$ cat src/hw/rtl/stack_slot_bitmap_allocator_assert.svh
// Assertion macros for the stack slot allocator.
// No dependencies; included by the top level.
`ifndef STACK_SLOT_BITMAP_ALLOCATOR_ASSERT_SVH
`define STACK_SLOT_BITMAP_ALLOCATOR_ASSERT_SVH

// Same-cycle implication.
`define SSBA_ASSERT_NOW(lbl, clk, rst, ante, cons, msg) \
  lbl: assert property (@(posedge clk) disable iff (rst) (ante) |-> (cons)) \
    else $error(msg);

// Next-cycle implication.
`define SSBA_ASSERT_NEXT(lbl, clk, rst, ante, cons, msg) \
  lbl: assert property (@(posedge clk) disable iff (rst) (ante) |=> (cons)) \
    else $error(msg);

`endif

$ cat src/hw/rtl/ssba_pkg.sv
// Shared types, constants and helpers for the stack slot allocator.
// No dependencies.
package ssba_pkg;

  localparam int CMD_W     = 1;
  localparam int SLOT_W    = 6;
  localparam int STATUS_W  = 2;
  localparam int ADDR_W    = 48;
  localparam int SIZE_W    = 31;
  localparam int SLOTB_W   = 32;
  localparam int CNT_W     = 7;
  localparam int CHUNK_W   = 8;
  localparam int CFG_IDX_W = 2;

  localparam logic [CMD_W-1:0] CMD_ALLOC = 1'b0;
  localparam logic [CMD_W-1:0] CMD_FREE  = 1'b1;

  localparam logic [STATUS_W-1:0] ST_OK        = 2'd0;
  localparam logic [STATUS_W-1:0] ST_NO_SLOTS  = 2'd1;
  localparam logic [STATUS_W-1:0] ST_FULL      = 2'd2;
  localparam logic [STATUS_W-1:0] ST_BAD_INDEX = 2'd3;

  localparam logic [CFG_IDX_W-1:0] REG_STACK_REQUEST = 2'd0;
  localparam logic [CFG_IDX_W-1:0] REG_GUARD_BYTES   = 2'd1;
  localparam logic [CFG_IDX_W-1:0] REG_REGION_TOP    = 2'd2;
  localparam logic [CFG_IDX_W-1:0] REG_REGION_BASE   = 2'd3;

  localparam logic [SIZE_W-1:0] PAGE_BYTES = 31'h0000_1000;
  localparam logic [SIZE_W-1:0] PAGE_MASK  = 31'h0000_0FFF;
  localparam logic [SIZE_W-1:0] REQ_CAP    = 31'h4000_0000;

  localparam logic [SIZE_W-1:0] RST_STACK_REQUEST = 31'h0000_1000;
  localparam logic [SIZE_W-1:0] RST_GUARD_BYTES   = 31'h0000_1000;

  typedef struct packed {
    logic       any;
    logic [2:0] first;
    logic [3:0] ones;
  } chunk_info_t;

  // Page-aligned usable stack size; zero request means one page.
  function automatic logic [SIZE_W-1:0] usable_bytes(input logic [SIZE_W-1:0] req);
    logic [SIZE_W-1:0] r;
    r = (req == '0) ? PAGE_BYTES : req;
    if (r > REQ_CAP) begin
      r = REQ_CAP;
    end
    return (r + PAGE_MASK) & ~PAGE_MASK;
  endfunction

endpackage

$ cat src/hw/rtl/ssba_req_if.sv
// Request channel: command and slot index with valid/ready.
// Depends on ssba_pkg.
interface ssba_req_if;
  logic                         valid;
  logic                         ready;
  logic [ssba_pkg::CMD_W-1:0]   cmd;
  logic [ssba_pkg::SLOT_W-1:0]  slot_sel;

  modport source (output valid, cmd, slot_sel, input ready);
  modport sink (input valid, cmd, slot_sel, output ready);
endinterface

$ cat src/hw/rtl/ssba_rsp_if.sv
// Response channel: status, grant, addresses and usage count with valid/ready.
// Depends on ssba_pkg.
interface ssba_rsp_if;
  logic                          valid;
  logic                          ready;
  logic [ssba_pkg::STATUS_W-1:0] status;
  logic [ssba_pkg::SLOT_W-1:0]   granted_index;
  logic [ssba_pkg::ADDR_W-1:0]   stack_base;
  logic [ssba_pkg::ADDR_W-1:0]   stack_top;
  logic [ssba_pkg::SIZE_W-1:0]   stack_bytes;
  logic [ssba_pkg::CNT_W-1:0]    used_slots;

  modport source (output valid, status, granted_index, stack_base, stack_top, stack_bytes,
                  used_slots, input ready);
  modport sink (input valid, status, granted_index, stack_base, stack_top, stack_bytes,
                used_slots, output ready);
endinterface

$ cat src/hw/rtl/ssba_cfg_if.sv
// Configuration write channel: register index and data with valid/ready.
// Depends on ssba_pkg.
interface ssba_cfg_if;
  logic                           valid;
  logic                           ready;
  logic [ssba_pkg::CFG_IDX_W-1:0] index;
  logic [ssba_pkg::ADDR_W-1:0]    data;

  modport source (output valid, index, data, input ready);
  modport sink (input valid, index, data, output ready);
endinterface

$ cat src/hw/rtl/ssba_alu.sv
// Shared 48-bit subtract/compare unit used for region size, division and
// slot address steps. Depends on ssba_pkg.
module ssba_alu (
  input  logic [ssba_pkg::ADDR_W-1:0] a,
  input  logic [ssba_pkg::ADDR_W-1:0] b,
  output logic [ssba_pkg::ADDR_W-1:0] diff,
  output logic                        borrow
);

  assign {borrow, diff} = {1'b0, a} - {1'b0, b};

endmodule

$ cat src/hw/rtl/ssba_chunk.sv
// One bitmap chunk: lowest set bit and population count.
// Depends on ssba_pkg.
module ssba_chunk (
  input  logic [ssba_pkg::CHUNK_W-1:0] bits,
  output ssba_pkg::chunk_info_t        info
);

  always_comb begin
    info.any   = 1'b0;
    info.first = '0;
    info.ones  = '0;
    for (int i = ssba_pkg::CHUNK_W - 1; i >= 0; i--) begin
      if (bits[i]) begin
        info.any   = 1'b1;
        info.first = 3'(i);
        info.ones  = info.ones + 4'd1;
      end
    end
  end

endmodule

$ cat src/hw/rtl/stack_slot_bitmap_allocator.sv
// Stack slot allocator: first-fit bitmap over slots carved down from the region top.
// Usage: cfg writes stack_request(0), guard_bytes(1), area top(2), area base(3);
// req carries cmd (0 alloc, 1 free) and slot_sel; rsp returns one response per
// request with status, granted_index, stack_base, stack_top, stack_bytes, used_slots.
// Handling is one request at a time: req.ready is high only while the sequencer idles.
// Free: the request goes straight from acceptance to the final step, which loads the response register.
// Alloc: chunk scan (1 to ceil(MAX_SLOT_COUNT/8) chunks, 8 bitmap bits per cycle)
// + 6 shift-subtract steps for index * slot size + 1 base step + 1 load step;
// the shared 48-bit subtractor sets the pace.
// Config write: 1 size step, up to 8 restoring division steps on the same subtractor,
// a clamp step and a trim step for the bitmap, then a recount over
// ceil(MAX_SLOT_COUNT/8) chunks; cfg.ready and req.ready stay low meanwhile.
// Reset (rst, synchronous): registers take 4096, 4096, 0, 0, bitmap clears, slot
// count is zero. A stalled rsp holds its response; a new request is taken while it
// waits, and its response waits in the final step until the output register frees.
// Depends on ssba_pkg, the channel interfaces, ssba_alu and ssba_chunk.
module stack_slot_bitmap_allocator #(
  parameter int MAX_SLOT_COUNT = 64
) (
  input logic       clk,
  input logic       rst,
  ssba_cfg_if.sink  cfg,
  ssba_req_if.sink  req,
  ssba_rsp_if.source rsp
);

  `include "stack_slot_bitmap_allocator_assert.svh"

  localparam int NCHUNK = (MAX_SLOT_COUNT + ssba_pkg::CHUNK_W - 1) / ssba_pkg::CHUNK_W;
  localparam int PAD_W  = NCHUNK * ssba_pkg::CHUNK_W;
  localparam int CPTR_W = (NCHUNK > 1) ? $clog2(NCHUNK) : 1;
  localparam int IDX_W  = (MAX_SLOT_COUNT > 1) ? $clog2(MAX_SLOT_COUNT) : 1;
  localparam logic [ssba_pkg::CNT_W-1:0] MAX_CNT    = ssba_pkg::CNT_W'(MAX_SLOT_COUNT);
  localparam logic [CPTR_W-1:0]          LAST_CHUNK = CPTR_W'(NCHUNK - 1);

  localparam logic [3:0] S_IDLE  = 4'd0;
  localparam logic [3:0] S_PREP  = 4'd1;
  localparam logic [3:0] S_DIV   = 4'd2;
  localparam logic [3:0] S_CLAMP = 4'd3;
  localparam logic [3:0] S_TRIM  = 4'd4;
  localparam logic [3:0] S_COUNT = 4'd5;
  localparam logic [3:0] S_SCAN  = 4'd6;
  localparam logic [3:0] S_MUL   = 4'd7;
  localparam logic [3:0] S_BASE  = 4'd8;
  localparam logic [3:0] S_DONE  = 4'd9;

  localparam int AW = ssba_pkg::ADDR_W;
  localparam int SW = ssba_pkg::SIZE_W;
  localparam int BW = ssba_pkg::SLOTB_W;

  logic [3:0]                      state;
  logic [SW-1:0]                   stack_request;
  logic [SW-1:0]                   guard_bytes;
  logic [AW-1:0]                   area_top;
  logic [AW-1:0]                   area_base;
  logic [MAX_SLOT_COUNT-1:0]       used_map;
  logic [ssba_pkg::CNT_W-1:0]      slot_limit;
  logic [ssba_pkg::CNT_W-1:0]      used_cnt;
  logic [BW-1:0]                   slot_bytes;
  logic [SW-1:0]                   stack_bytes;
  logic [AW-1:0]                   acc;
  logic [AW-1:0]                   base_r;
  logic [7:0]                      quo;
  logic [2:0]                      step;
  logic [CPTR_W-1:0]               ptr;
  logic [ssba_pkg::SLOT_W-1:0]     grant;
  logic [ssba_pkg::STATUS_W-1:0]   status_r;
  logic                            out_valid;

  logic                            cfg_fire;
  logic                            req_fire;
  logic                            out_load;
  logic [MAX_SLOT_COUNT-1:0]       lim_mask;
  logic [PAD_W-1:0]                map_pad;
  logic [PAD_W-1:0]                free_pad;
  logic [ssba_pkg::CHUNK_W-1:0]    chunk_bits;
  ssba_pkg::chunk_info_t           chunk_info;
  logic [AW-1:0]                   alu_a;
  logic [AW-1:0]                   alu_b;
  logic [AW-1:0]                   alu_diff;
  logic                            alu_borrow;
  logic [AW-1:0]                   sb_ext;
  logic [AW-1:0]                   usable_ext;

  assign cfg.ready = (state == S_IDLE);
  assign req.ready = (state == S_IDLE) && !cfg.valid;
  assign cfg_fire  = cfg.valid && cfg.ready;
  assign req_fire  = req.valid && req.ready;
  assign out_load  = (state == S_DONE) && (!out_valid || rsp.ready);

  always_comb begin
    for (int i = 0; i < MAX_SLOT_COUNT; i++) begin
      lim_mask[i] = (ssba_pkg::CNT_W'(i) < slot_limit);
    end
  end

  assign map_pad    = PAD_W'(used_map);
  assign free_pad   = PAD_W'(~used_map & lim_mask);
  assign chunk_bits = (state == S_SCAN) ? free_pad[ptr * ssba_pkg::CHUNK_W +: ssba_pkg::CHUNK_W]
                                        : map_pad[ptr * ssba_pkg::CHUNK_W +: ssba_pkg::CHUNK_W];

  ssba_chunk u_chunk (
    .bits (chunk_bits),
    .info (chunk_info)
  );

  assign sb_ext     = {{(AW - BW){1'b0}}, slot_bytes};
  assign usable_ext = {{(AW - SW){1'b0}}, stack_bytes};

  always_comb begin
    alu_a = acc;
    alu_b = '0;
    case (state)
      S_PREP: begin
        alu_a = area_top;
        alu_b = area_base;
      end
      S_DIV: begin
        alu_b = sb_ext << step;
      end
      S_MUL: begin
        alu_b = grant[step] ? (sb_ext << step) : '0;
      end
      S_BASE: begin
        alu_b = usable_ext;
      end
      default: begin
        alu_b = '0;
      end
    endcase
  end

  ssba_alu u_alu (
    .a      (alu_a),
    .b      (alu_b),
    .diff   (alu_diff),
    .borrow (alu_borrow)
  );

  always_ff @(posedge clk) begin
    if (rst) begin
      state         <= S_IDLE;
      stack_request <= ssba_pkg::RST_STACK_REQUEST;
      guard_bytes   <= ssba_pkg::RST_GUARD_BYTES;
      area_top      <= '0;
      area_base     <= '0;
      used_map      <= '0;
      slot_limit    <= '0;
      used_cnt      <= '0;
      stack_bytes   <= ssba_pkg::usable_bytes(ssba_pkg::RST_STACK_REQUEST);
      ptr           <= '0;
      step          <= '0;
    end else begin
      case (state)
        S_IDLE: begin
          if (cfg_fire) begin
            case (cfg.index)
              ssba_pkg::REG_STACK_REQUEST: stack_request <= cfg.data[SW-1:0];
              ssba_pkg::REG_GUARD_BYTES:   guard_bytes   <= cfg.data[SW-1:0];
              ssba_pkg::REG_REGION_TOP:    area_top      <= cfg.data;
              ssba_pkg::REG_REGION_BASE:   area_base     <= cfg.data;
              default:                     area_base     <= area_base;
            endcase
            state <= S_PREP;
          end else if (req_fire) begin
            grant  <= '0;
            acc    <= '0;
            base_r <= '0;
            ptr    <= '0;
            if (req.cmd == ssba_pkg::CMD_FREE) begin
              state <= S_DONE;
              if ({1'b0, req.slot_sel} >= slot_limit) begin
                status_r <= ssba_pkg::ST_BAD_INDEX;
              end else begin
                status_r <= ssba_pkg::ST_OK;
                if (used_map[req.slot_sel[IDX_W-1:0]]) begin
                  used_map <= used_map & ~(MAX_SLOT_COUNT'(1) << req.slot_sel[IDX_W-1:0]);
                  used_cnt <= used_cnt - ssba_pkg::CNT_W'(1);
                end
              end
            end else if (slot_limit == '0) begin
              status_r <= ssba_pkg::ST_NO_SLOTS;
              state    <= S_DONE;
            end else begin
              state <= S_SCAN;
            end
          end
        end
        S_PREP: begin
          acc         <= alu_borrow ? '0 : alu_diff;
          slot_bytes  <= {1'b0, ssba_pkg::usable_bytes(stack_request)} + {1'b0, guard_bytes};
          stack_bytes <= ssba_pkg::usable_bytes(stack_request);
          quo         <= '0;
          step        <= 3'd7;
          state       <= S_DIV;
        end
        S_DIV: begin
          if (!alu_borrow) begin
            acc       <= alu_diff;
            quo[step] <= 1'b1;
          end
          // quotient of 128 or more saturates, remaining steps would be invalid
          if (step == 3'd0 || (step == 3'd7 && !alu_borrow)) begin
            state <= S_CLAMP;
          end else begin
            step <= step - 3'd1;
          end
        end
        S_CLAMP: begin
          slot_limit <= (quo >= {1'b0, MAX_CNT}) ? MAX_CNT : quo[ssba_pkg::CNT_W-1:0];
          state      <= S_TRIM;
        end
        S_TRIM: begin
          used_map <= used_map & lim_mask;
          used_cnt <= '0;
          ptr      <= '0;
          state    <= S_COUNT;
        end
        S_COUNT: begin
          used_cnt <= used_cnt + ssba_pkg::CNT_W'(chunk_info.ones);
          if (ptr == LAST_CHUNK) begin
            state <= S_IDLE;
          end else begin
            ptr <= ptr + CPTR_W'(1);
          end
        end
        S_SCAN: begin
          if (chunk_info.any) begin
            grant    <= ssba_pkg::SLOT_W'({ptr, chunk_info.first});
            used_map <= used_map | (MAX_SLOT_COUNT'(1) << {ptr, chunk_info.first});
            used_cnt <= used_cnt + ssba_pkg::CNT_W'(1);
            status_r <= ssba_pkg::ST_OK;
            acc      <= area_top;
            step     <= 3'd5;
            state    <= S_MUL;
          end else if (ptr == LAST_CHUNK) begin
            status_r <= ssba_pkg::ST_FULL;
            state    <= S_DONE;
          end else begin
            ptr <= ptr + CPTR_W'(1);
          end
        end
        S_MUL: begin
          acc <= alu_diff;
          if (step == 3'd0) begin
            state <= S_BASE;
          end else begin
            step <= step - 3'd1;
          end
        end
        S_BASE: begin
          base_r <= alu_diff;
          state  <= S_DONE;
        end
        S_DONE: begin
          if (out_load) begin
            state <= S_IDLE;
          end
        end
        default: begin
          state <= S_IDLE;
        end
      endcase
    end
  end

  always_ff @(posedge clk) begin
    if (rst) begin
      out_valid <= 1'b0;
    end else if (out_load) begin
      out_valid <= 1'b1;
    end else if (rsp.ready) begin
      out_valid <= 1'b0;
    end
  end

  always_ff @(posedge clk) begin
    if (out_load) begin
      rsp.status        <= status_r;
      rsp.granted_index <= grant;
      rsp.stack_top     <= acc;
      rsp.stack_base    <= base_r;
      rsp.stack_bytes   <= stack_bytes;
      rsp.used_slots    <= used_cnt;
    end
  end

  assign rsp.valid = out_valid;

  `SSBA_ASSERT_NOW(a_cnt_match, clk, rst, state == S_IDLE, $countones(used_map) == int'(used_cnt), "used count out of step with bitmap")
  `SSBA_ASSERT_NOW(a_map_in_limit, clk, rst, state == S_IDLE, (used_map & ~lim_mask) == '0, "bitmap bit set at or above slot limit")
  `SSBA_ASSERT_NOW(a_grant_in_limit, clk, rst, state == S_DONE && status_r == ssba_pkg::ST_OK && grant != '0, ({1'b0, grant} < slot_limit), "grant outside slot limit")
  `SSBA_ASSERT_NEXT(a_free_done, clk, rst, req_fire && req.cmd == ssba_pkg::CMD_FREE, state == S_DONE, "free request did not finish in one step")

endmodule

$ cat src/flat_wrapper.sv
// flat-port wrapper written by rule: the top's interface ports become plain ports
module stack_slot_bitmap_allocator_flat 
#(
  parameter int MAX_SLOT_COUNT = 64
)
  (clk, rst, cfg_valid, cfg_index, cfg_data, cfg_ready, req_valid, req_cmd, req_slot_sel, req_ready, rsp_valid, rsp_status, rsp_granted_index, rsp_stack_base, rsp_stack_top, rsp_stack_bytes, rsp_used_slots, rsp_ready);
  ssba_cfg_if cfg_i ();
  ssba_req_if req_i ();
  ssba_rsp_if rsp_i ();
  input logic clk;
  input logic rst;
  input wire logic [$bits(cfg_i.valid)-1:0] cfg_valid;
  input wire logic [$bits(cfg_i.index)-1:0] cfg_index;
  input wire logic [$bits(cfg_i.data)-1:0] cfg_data;
  output wire logic [$bits(cfg_i.ready)-1:0] cfg_ready;
  input wire logic [$bits(req_i.valid)-1:0] req_valid;
  input wire logic [$bits(req_i.cmd)-1:0] req_cmd;
  input wire logic [$bits(req_i.slot_sel)-1:0] req_slot_sel;
  output wire logic [$bits(req_i.ready)-1:0] req_ready;
  output wire logic [$bits(rsp_i.valid)-1:0] rsp_valid;
  output wire logic [$bits(rsp_i.status)-1:0] rsp_status;
  output wire logic [$bits(rsp_i.granted_index)-1:0] rsp_granted_index;
  output wire logic [$bits(rsp_i.stack_base)-1:0] rsp_stack_base;
  output wire logic [$bits(rsp_i.stack_top)-1:0] rsp_stack_top;
  output wire logic [$bits(rsp_i.stack_bytes)-1:0] rsp_stack_bytes;
  output wire logic [$bits(rsp_i.used_slots)-1:0] rsp_used_slots;
  input wire logic [$bits(rsp_i.ready)-1:0] rsp_ready;
  assign cfg_i.valid = cfg_valid;
  assign cfg_i.index = cfg_index;
  assign cfg_i.data = cfg_data;
  assign cfg_ready = cfg_i.ready;
  assign req_i.valid = req_valid;
  assign req_i.cmd = req_cmd;
  assign req_i.slot_sel = req_slot_sel;
  assign req_ready = req_i.ready;
  assign rsp_valid = rsp_i.valid;
  assign rsp_status = rsp_i.status;
  assign rsp_granted_index = rsp_i.granted_index;
  assign rsp_stack_base = rsp_i.stack_base;
  assign rsp_stack_top = rsp_i.stack_top;
  assign rsp_stack_bytes = rsp_i.stack_bytes;
  assign rsp_used_slots = rsp_i.used_slots;
  assign rsp_i.ready = rsp_ready;
  stack_slot_bitmap_allocator #(.MAX_SLOT_COUNT(MAX_SLOT_COUNT)) u_core (.clk(clk), .rst(rst), .cfg(cfg_i), .req(req_i), .rsp(rsp_i));
endmodule
$ cat config.mk
export PLATFORM = sky130hd
export DESIGN_NAME = stack_slot_bitmap_allocator_flat
export DESIGN_NICKNAME = d
export VERILOG_FILES = /design/src/hw/rtl/ssba_pkg.sv /design/src/hw/rtl/ssba_req_if.sv /design/src/hw/rtl/ssba_rsp_if.sv /design/src/hw/rtl/ssba_cfg_if.sv /design/src/hw/rtl/ssba_alu.sv /design/src/hw/rtl/ssba_chunk.sv /design/src/hw/rtl/stack_slot_bitmap_allocator.sv /design/src/flat_wrapper.sv
export VERILOG_INCLUDE_DIRS = /design/src /design/src/hw/rtl
export SDC_FILE = /design/constraint.sdc
export NUM_CORES = 1
export LEC_CHECK = 0
export ABC_AREA = 1
export BUFFER_PORTS_ARGS = -buffer_cell sky130_fd_sc_hd__buf_4
export CAP_MARGIN = 20
export CORE_MARGIN = 8
export CORE_UTILIZATION = 41
export CTS_BUF_LIST = sky130_fd_sc_hd__clkbuf_16
export CTS_CLUSTER_DIAMETER = 40
export DETAILED_ROUTE_END_ITERATION = 8
export PLACE_DENSITY = 0.7
export SYNTH_ARGS = -nofsm -noshare
export SYNTH_HDL_FRONTEND = slang
export SYNTH_SLANG_ARGS = --single-unit
$ cat constraint.sdc
create_clock -name clk -period 11.45 [get_ports clk]
set_input_delay 1.7175 -clock clk [delete_from_list [all_inputs] [get_ports clk]]
set_output_delay 1.7175 -clock clk [all_outputs]
set_load 0.02 [all_outputs]
==> impl_metrics.json <==
{
  "synth_top_area_cell": "edfxtp_1",
  "synthDistinctLibCells": 66,
  "synthCells": 3850,
  "viasPerCell": 5.82,
  "skew_ps": 39.7,
  "rsz0062_at_grt": "no",
  "worstMarginPinSlew_ps": 1150,
  "stdcell_area_mm2": 0.0354,
  "outcome": "finished, final reports clean",
  "ys_ff_latch": 540,
  "drt-wirelength-per-cell_um": 22.0,
  "synthAdderAreaFrac_pct": 3.94,
  "core_area_mm2": 0.0728,
  "dpl_cell_area_mm2": 0.0322,
  "drt-pass1-iter-count": 6,
  "critPathLaunchType": "flip-flop",
  "synthXorXnorAreaFrac_pct": 2.15,
  "grt_pass1_wl_mm": 165,
  "fmax_mhz": 135,
  "async_flop_share_pct": 0,
  "crit_type": "flip-flop to flip-flop",
  "cts_hold_buf": 0,
  "grt_max_degree": 99,
  "die-area_mm2": 0.0824,
  "cts_sinks": 540,
  "slowest_delay_ps": 810,
  "cts_tree": "built",
  "via_count": 29200,
  "rows": 99,
  "place.gp.congestion": 1.05,
  "max_slew_margin_pct": 23.5,
  "grt_overflow_total": 0,
  "start_util_pct": 41.4,
  "synth_top_flop_cell": "edfxtp_1",
  "min_from": "u_core.base_r[20]$_SDFFCE_PN0P_",
  "cp_max_fo": 48,
  "min_to": "u_core.rsp.stack_base[20]$_DFFE_PP_",
  "synth_compound_area_share_pct": 20.8,
  "min_path_type": "flip-flop to flip-flop",
  "ctsResizeCount": 0,
  "netlist_area_mm2": 0.0301,
  "finalSetupViolCount": 0,
  "yosys-mux-area-fraction_pct": 0.0332,
  "finalPower_w": 0.0108,
  "grt_pass1_vias": 26700,
  "worstReg2RegEnd": "u_core.acc[42]$_DFFE_PP_",
  "portBuffers": 194,
  "wl_mm": 110,
  "drtIter0Drc": 4013,
  "io_pins": 207,
  "path_delay_family": "compound AO/OA/AOI/OAI gates",
  "fp.dieH_um": 287,
  "synth_edf_count": 274,
  "drc": 0,
  "post-synth-top-count-cell": "nand2_1",
  "synth_common_cells": "nand2_1, nor2_1, a21oi_1, inv_1, o21ai_0",
  "clk_latency_ps": 650,
  "antenna_left": 0,
  "worstSetupEndpointType": "flip-flop",
  "r2r_start": "u_core.step[1]$_SDFFE_PP0P_",
  "htreeDepth": 3,
  "clk_pin_slew_ps": 60,
  "antenna_found_initial": 1,
  "timing.setup.tns_ps": 0,
  "r2r.worst_path.cells": 26,
  "hold_slack_ps": 413,
  "synth_area_leaders": "edfxtp_1, dfxtp_1, nand2_1",
  "rrSetupSlack_ps": 4050,
  "finalHoldViolations": 0,
  "chipWidth_um": 287,
  "cts_root_buf": "clkbuf_16",
  "finalCriticalPeriod_ps": 7400,
  "critPathRequiredTime_ps": 11710,
  "dp_hpwl_mm": 79.8,
  "cts_buffer_depth": 3,
  "ys_warn_count": 0,
  "avgSynthCellArea_um2": 7.82,
  "p_leak_nw": 14.3,
  "synth_top_area_share_pct": 27.3,
  "cap_violations": 0,
  "synth_top_family_by_area": "compound AO/OA/AOI/OAI gates",
  "worstPathArrival_ps": 7660,
  "vdd.ir_drop.worst_uv": 172,
  "layout-drive-gt1-share_pct": 11.8,
  "slew_violations": 0,
  "powerDensity_mw_per_mm2": 306,
  "cp_slowest_cell": "clkinv_1",
  "nets": 4132,
  "cts_made_buffers": 91,
  "min_path_cells": 0,
  "period_share_pct": 64.6,
  "grt_usage_pct": 25.6,
  "yosysSeqAreaShare_pct": 45.0,
  "area_growth_pct": 17.6,
  "yosys.area_share.simple_pct": 19.5,
  "path_buf_inv": 7,
  "cts_setup_buffers": 0
}
-- cell type report --
type / count / area, um^2
multi-input cells: 2679 / 14100
clock buffers: 95 / 2380
diodes: 2 / 5.00
inverters: 433 / 1630
well taps: 959 / 1200
fillers: 7014 / 37400
repair buffers: 232 / 1740
flip-flops and latches: 540 / 13600
clock inverters: 74 / 785
-- worst max-delay path by stage --
stage	endpoint	slack (ps)	start	cells past startpoint
2_1_floorplan	u_core.acc[0]$_DFFE_PP_	3190	u_core.step[1]$_SDFFE_PP0P_	26
3_3_place_gp	u_core.acc[27]$_DFFE_PP_	4560	u_core.step[1]$_SDFFE_PP0P_	27
3_5_place_dp	u_core.acc[37]$_DFFE_PP_	4210	u_core.step[1]$_SDFFE_PP0P_	27
4_1_cts	u_core.acc[26]$_DFFE_PP_	4200	u_core.step[1]$_SDFFE_PP0P_	27
5_1_grt	u_core.acc[24]$_DFFE_PP_	3290	u_core.step[1]$_SDFFE_PP0P_	26
6_report	u_core.acc[42]$_DFFE_PP_	4050	u_core.step[1]$_SDFFE_PP0P_	26
-- placed cells by master (no fill, tap or decap), types with 36 or more instances in the layout --
cell | synthesis | layout
edfxtp_1 | 274 | 274
nand2_1 | 606 | 605
o22ai_1 | 66 | 66
ha_1 | 90 | 90
a21oi_1 | 409 | 408
nand4_1 | 36 | 36
clkbuf_16 | 0 | 95
nand3_1 | 185 | 185
o21ai_1 | 67 | 67
nor3_1 | 43 | 39
nor2_1 | 420 | 415
inv_1 | 405 | 410
xor2_1 | 40 | 40
buf_4 | 21 | 231
dfxtp_1 | 266 | 266
o21ai_0 | 392 | 392
-- worst reg2reg max path: stages, from the launching register on --
cell and delay [ps]:
dfxtp_1 300, buf_4 230, inv_1 90, buf_4 380
nand3_1 180, o22ai_1 170, a2111oi_0 80, o21ai_0 290
inv_1 120, nor2_1 470, clkinv_1 820, o21ai_0 470
inv_1 80, ha_1 370, nand3_1 90, nand3_1 120
a31oi_1 130, o21ai_0 290, a21boi_0 250, o21ai_0 420
nand2_1 90, nand2_1 170, nand3_1 90, nand3_1 200
o21ai_0 200, a211oi_4 280, buf_4 580
-- power breakdown --
part           internal (W)  switching (W)  total [W]  leakage, nW
Combinational       0.00150        0.00366    0.00517         8.05
Sequential          0.00259       0.000263    0.00286         4.71
Clock               0.00174        0.00105    0.00280         1.57
-- metal layers --
layer | vias up | GRT usage [%] | part of all wire [%]
li1 | 13500 | - | -
met1 | 13600 | 37.2 | 43
met2 | 1730 | 36.5 | 41
met3 | 296 | 5.88 | 11
met4 | 0 | 9.60 | 4.1
met5 | - | 0 | 0
-- registers in the layout (all words and copies together) (netlist names), 7 cells and up --
| signal | flops |
|---|---|
| u_core.quo | 8 |
| u_core.map_pad | 64 |
| u_core.rsp.stack_top | 48 |
| u_core.stack_request | 31 |
| u_core.slot_bytes | 32 |
| u_core.area_top | 48 |
| u_core.base_r | 48 |
| u_core.guard_bytes | 31 |
| u_core.acc | 48 |
| u_core.rsp.stack_base | 48 |
| u_core.slot_limit | 7 |
| u_core.used_cnt | 7 |
| u_core.rsp.stack_bytes | 19 |
| u_core.stack_bytes | 19 |
| u_core.area_base | 48 |
| u_core.rsp.used_slots | 7 |
-- kinds of logic after synthesis --
family | after synthesis
DFF | 540
other | 1
buffers and inverters | 642
muxes | 1
adders and majority gates | 93
AOI/OAI and AO/OA | 1123
xor gates and xnor gates | 74
and+or+nand+nor | 1376
-- per-stage QoR --
stage / worst slack [ps] / utilization [%] / instances
floorplan: 3190 / - / 3861
global placement: 4560 / 44.3 / 4842
detailed placement: 4210 / 44.3 / 4843
CTS: 4200 / 48.6 / 5012
global route: 3290 / 48.6 / 5012
finish: 4050 / 48.6 / 5014
No activity file was read; power rests on OpenSTA's default activity.
